===== config.mk =====
export PLATFORM = sky130hd
export DESIGN_NAME = mpa_vec
export DESIGN_NICKNAME = d
export VERILOG_FILES = /design/src/hdl/mpa_pkg.sv /design/src/hdl/mpa_vec.sv
export SDC_FILE = /design/constraint.sdc
export NUM_CORES = 1
export LEC_CHECK = 0
export BUFFER_PORTS_ARGS = -buffer_cell sky130_fd_sc_hd__buf_4
export CAP_MARGIN = 25
export CORE_ASPECT_RATIO = 0.9
export CORE_MARGIN = 2
export CORE_UTILIZATION = 30
export CTS_CLUSTER_SIZE = 24
export DETAILED_ROUTE_END_ITERATION = 8
export PLACE_DENSITY = 0.44
export SETUP_SLACK_MARGIN = 0.15
export SLEW_MARGIN = 20
export SYNTH_ARGS = -nofsm -noshare
export SYNTH_HDL_FRONTEND = slang
export SYNTH_SLANG_ARGS = --single-unit

===== constraint.sdc =====
create_clock -name i_clk -period 6.6 [get_ports i_clk]
set_input_delay 0.66 -clock i_clk [delete_from_list [all_inputs] [get_ports i_clk]]
set_output_delay 0.66 -clock i_clk [all_outputs]
set_load 0.02 [all_outputs]

===== src/hdl/mpa_pkg.sv =====
// Shared types and constants for the multichannel phase alignment block.
// No dependencies; every other file refers to it by scoped names.
`default_nettype none
package mpa_pkg;

    localparam int NCH = 4;
    localparam int SB = 16;
    localparam int STEPS = 28;
    localparam int IDX_W = 5;
    localparam int CNT_W = 6;
    localparam logic [1:0] CFG_ENABLE = 2'd0;
    localparam logic [1:0] CFG_METHOD = 2'd1;
    localparam logic [1:0] CFG_WINDOW = 2'd2;
    localparam logic signed [15:0] ROT_ONE = 16'sd32767;

    typedef struct packed {
        logic load;
        logic vec_step;
        logic mem_rd;
        logic upd;
        logic full;
        logic div_step;
        logic rot_load;
        logic rot_step;
        logic mul;
        logic live;
        logic method;
        logic hold_inst;
        logic hold_mean;
        logic sum_clr;
    } t_ctrl;

    // Arctangent of 2^-i in 32-bit turns.
    function automatic logic [31:0] atan_turn(input logic [IDX_W-1:0] i);
        logic [31:0] v;
        case (i)
            5'd0: v = 32'd536870912;
            5'd1: v = 32'd316933406;
            5'd2: v = 32'd167458907;
            5'd3: v = 32'd85004756;
            5'd4: v = 32'd42667331;
            5'd5: v = 32'd21354465;
            5'd6: v = 32'd10679838;
            5'd7: v = 32'd5340245;
            5'd8: v = 32'd2670163;
            5'd9: v = 32'd1335087;
            5'd10: v = 32'd667544;
            5'd11: v = 32'd333772;
            5'd12: v = 32'd166886;
            5'd13: v = 32'd83443;
            5'd14: v = 32'd41722;
            5'd15: v = 32'd20861;
            5'd16: v = 32'd10430;
            5'd17: v = 32'd5215;
            5'd18: v = 32'd2608;
            5'd19: v = 32'd1304;
            5'd20: v = 32'd652;
            5'd21: v = 32'd326;
            5'd22: v = 32'd163;
            5'd23: v = 32'd81;
            5'd24: v = 32'd41;
            5'd25: v = 32'd20;
            5'd26: v = 32'd10;
            5'd27: v = 32'd5;
            default: v = 32'd0;
        endcase
        return v;
    endfunction

endpackage
`default_nettype wire


===== src/hdl/mpa_vec.sv =====
// Iterative CORDIC arctangent: one micro-rotation per step, phase in turns.
// Depends on mpa_pkg for the arctangent table and sample width.
`default_nettype none
module mpa_vec #(
    parameter int PHASE_BITS = 16
) (
    input  wire                          i_clk,
    input  wire                          i_load,
    input  wire                          i_step,
    input  wire [mpa_pkg::IDX_W-1:0]     i_idx,
    input  wire signed [mpa_pkg::SB-1:0] i_x,
    input  wire signed [mpa_pkg::SB-1:0] i_y,
    output logic [PHASE_BITS-1:0]        o_phase
);
    localparam int XW = mpa_pkg::SB + 3;

    logic signed [XW-1:0] r_x, r_y;
    logic [31:0] r_z;
    logic r_zero;
    logic signed [XW-1:0] xe, ye;
    logic [31:0] zr;

    assign xe = {{3{i_x[mpa_pkg::SB-1]}}, i_x};
    assign ye = {{3{i_y[mpa_pkg::SB-1]}}, i_y};

    always_ff @(posedge i_clk) begin
        if (i_load) begin
            r_zero <= (i_x == '0) && (i_y == '0);
            if (i_x[mpa_pkg::SB-1]) begin
                r_x <= -xe;
                r_y <= -ye;
                r_z <= 32'h8000_0000;
            end else begin
                r_x <= xe;
                r_y <= ye;
                r_z <= 32'd0;
            end
        end else if (i_step) begin
            if (!r_y[XW-1]) begin
                r_x <= r_x + (r_y >>> i_idx);
                r_y <= r_y - (r_x >>> i_idx);
                r_z <= r_z + mpa_pkg::atan_turn(i_idx);
            end else begin
                r_x <= r_x - (r_y >>> i_idx);
                r_y <= r_y + (r_x >>> i_idx);
                r_z <= r_z - mpa_pkg::atan_turn(i_idx);
            end
        end
    end

    // Round half up to the phase width.
    assign zr = r_z + (32'd1 << (31 - PHASE_BITS));
    assign o_phase = r_zero ? '0 : zr[31 -: PHASE_BITS];
endmodule
`default_nettype wire


==> results.cfg <==
[routing]
drt_iter0_drc = 675
wl_per_cell_um = 19.7
vias_per_cell = 5.61
firstDrtPassIters = 5
vias = 10600
routed_wl_mm = 37.2
drc_errors = 0
ant_nets = 0

[timing]
tightestPinTransition_ns = 0.988
rsz0062_at_grt = false
fin_ws_ns = 0.545
worst_clock_skew_ns = 0.00893
slew_headroom = 0.341
fmax_mhz = 165
timing.final.crit_share = 0.917
tns_ns = 0
fin_crit_ns = 6.06
drv_slew = 0
hold_viol_final = 0
setup_violations = 0
whs_ns = 0.634

[finish]
antenna_cells = 0
final_net_count = 1535
drive_gt1_frac = 0.133
syn2layout_area_growth_pct = 12.6
fin_util = 0.345
fin_area_um2 = 12500
final_cells = 1892
fillers = 3854
final_cell_mix = nor2_1 (134), nand2_1 (115), a21oi_1 (110)
final_common_cell = nor2_1

[clocking]
cts_resized = 0
post_cts_buffers = 0
cts_max_path_buffers = 2
cts_made_buffers = 9
cts_hold_buf = 0
insertion_delay_ns = 0.36
cts_tree = yes
cts.sinks = 71
htree_levels = 3
clk_pin_slew_ns = 0.06
cts_root_buf = clkbuf_16

[run]
maxCapViolCount = 0

[floorplanning]
die_w_um = 207
coreArea_um2 = 36300
fp.dieArea_um2 = 38700
row_count = 66
io_pins = 56
die_h_um = 187
start_util = 0.306

[worst_setup_path]
crit_top_cell = buf_4
crit_fanout = 39
r2r_cells = 20
reg2reg_slack_ns = 0.76
r2r_end = r_y[18]
critical_path_arrival_ns = 6.15
required_ns = 6.69
end_kind = register
cp_slowest_cell = mux4_2
critPathKind = primary input to register
max_stage_delay_ns = 0.55
path_cells = buf_4 > buf_12 > buf_4 > mux4_2 > mux2_2 > mux4_2 > inv_1 > ha_1 > or3b_1 > or3_1 > nand2_1 > xnor2_1 > ha_1 > a2111oi_0 > nor3_1 > a2111oi_0 > buf_4 > o31ai_1 > o41a_1 > a21o_1 > a21oi_1 > xnor2_1 > o21ai_1
startpoint_type = primary input
r2r_start = r_x[10]

[power]
powerDensity_nw_per_um2 = 515
p_leak_nw = 4.85
total_power_mw = 6.45
ir_worst_vdd_mv = 0.218

[yosys]
synthCells = 1373
synth_edf_count = 71
ys_async_sr_fraction = 0
yosysTopAreaCell = edfxtp_1
synth_area_leaders = edfxtp_1 (19%), ha_1 (9.0%), mux4_2 (7.7%)
yosysTopAreaCellShare = 0.192
synthFlopType = edfxtp_1
syn-mean-instance-area_um2 = 8.11
synth-seq-cells = 71
netlist_area_um2 = 11100
ys_types = 80
synth_warnings = 0
yosysSeqAreaShare = 0.192
synth_nets = 1496

[global_route]
grt_max_degree = 71
grt_pass1_wl_mm = 58.9
grt.overflow.total = 0
first_global_vias = 10300
grt_antenna_before_repair = 0
gr-usage-all-layers = 0.191

[place]
pre_cts_slack_ns = 0.218
place_inst = 1876
portBuffers = 55
placed_area_um2 = 12200
place.gp.congestion = 0.862
dp_hpwl_mm = 29.0

[worst_hold_path]
hold_path_class = primary input to register
min_to = r_y[0]
hold_depth = 2
min_from = i_y[0]

[status]
outcome = complete, no violations
-- worst max-delay path, delay by kind of cell --
family / cells / cell delay [ns]
simple gates: 4 / 1.02
fa+ha+maj: 2 / 0.42
xor+xnor: 2 / 0.20
compound gates: 7 / 1.75
mux: 3 / 1.17
buf+inv: 5 / 0.90
-- power by group --
| part | internal, mW | switching [mW] | leakage, nW | total [mW] |
|---|---|---|---|---|
| clock | 0.324 | 0.206 | 0.148 | 0.530 |
| sequential | 0.847 | 0.361 | 0.746 | 1.21 |
| combinational | 2.10 | 2.62 | 3.95 | 4.72 |
| total | 3.27 | 3.19 | 4.85 | 6.45 |
-- registers in the layout, summed over array words and instances, names as in the netlist --
signal  cells
r_z        32
r_x        19
r_zero      1
r_y        19
-- Yosys cell counts, types with 7 or more instances --
library cell    n
nor3_1         38
a21o_1         16
a31oi_1        20
nor4_1          7
o21a_1          9
o31ai_1        15
a211oi_1       23
o211ai_1       13
mux2i_1        37
nand4_1        13
edfxtp_1       71
ha_1           80
buf_1          14
o22ai_1        14
or4_1           8
nand2b_1       30
nor2b_1        23
or3_1          20
o41ai_1         7
mux4_2         38
nor2_1        134
and2_1         11
inv_1          41
buf_2          10
xnor2_1        78
a21oi_1       110
o21ai_0       101
nand2_1       115
or2_2           8
clkbuf_1       52
nand3_1        27
and3_1         12
xor2_1         58
mux2_2          9
o21bai_1        7
-- layout make-up --
| type | count | area (um2) | share of cell area |
|---|---|---|---|
| Multi-Input combinational cell | 1178 | 8500 | 0.678 |
| Sequential cell | 71 | 2130 | 0.170 |
| Timing Repair Buffer | 108 | 836 | 0.0667 |
| Tap cell | 476 | 596 | 0.0475 |
| Clock buffer | 9 | 225 | 0.0180 |
| Inverter | 44 | 165 | 0.0132 |
| Clock inverter | 6 | 76.3 | 0.00609 |
-- worst max path at each step --
stage / startpoint / end / depth (start not counted)
finish: i_idx[0] / r_y[18] / 23
global route: i_idx[0] / r_y[18] / 23
CTS: i_idx[0] / r_y[18] / 23
detailed placement: i_idx[0] / r_y[18] / 23
global placement: i_idx[0] / r_y[18] / 23
floorplan: i_idx[0] / r_z[29] / 26
-- routing by layer --
metal,vias up,share of wire,global-route usage
met4,0,0.015,0.0519
met5,-,0,0
li1,5213,-,-
met2,249,0.43,0.287
met1,5116,0.51,0.282
met3,35,0.049,0.0306
-- kinds of logic after synthesis --
| family | Yosys count | synth area share |
|---|---|---|
| adders and majority gates | 83 | 0.0953 |
| AOI/OAI and AO/OA | 405 | 0.232 |
| and+or+nand+nor | 468 | 0.204 |
| xor gates and xnor gates | 136 | 0.107 |
| buffers and inverters | 124 | 0.0458 |
| DFF | 71 | 0.192 |
| muxes | 86 | 0.124 |
Note: power is estimated with default switching activity, not from simulation.
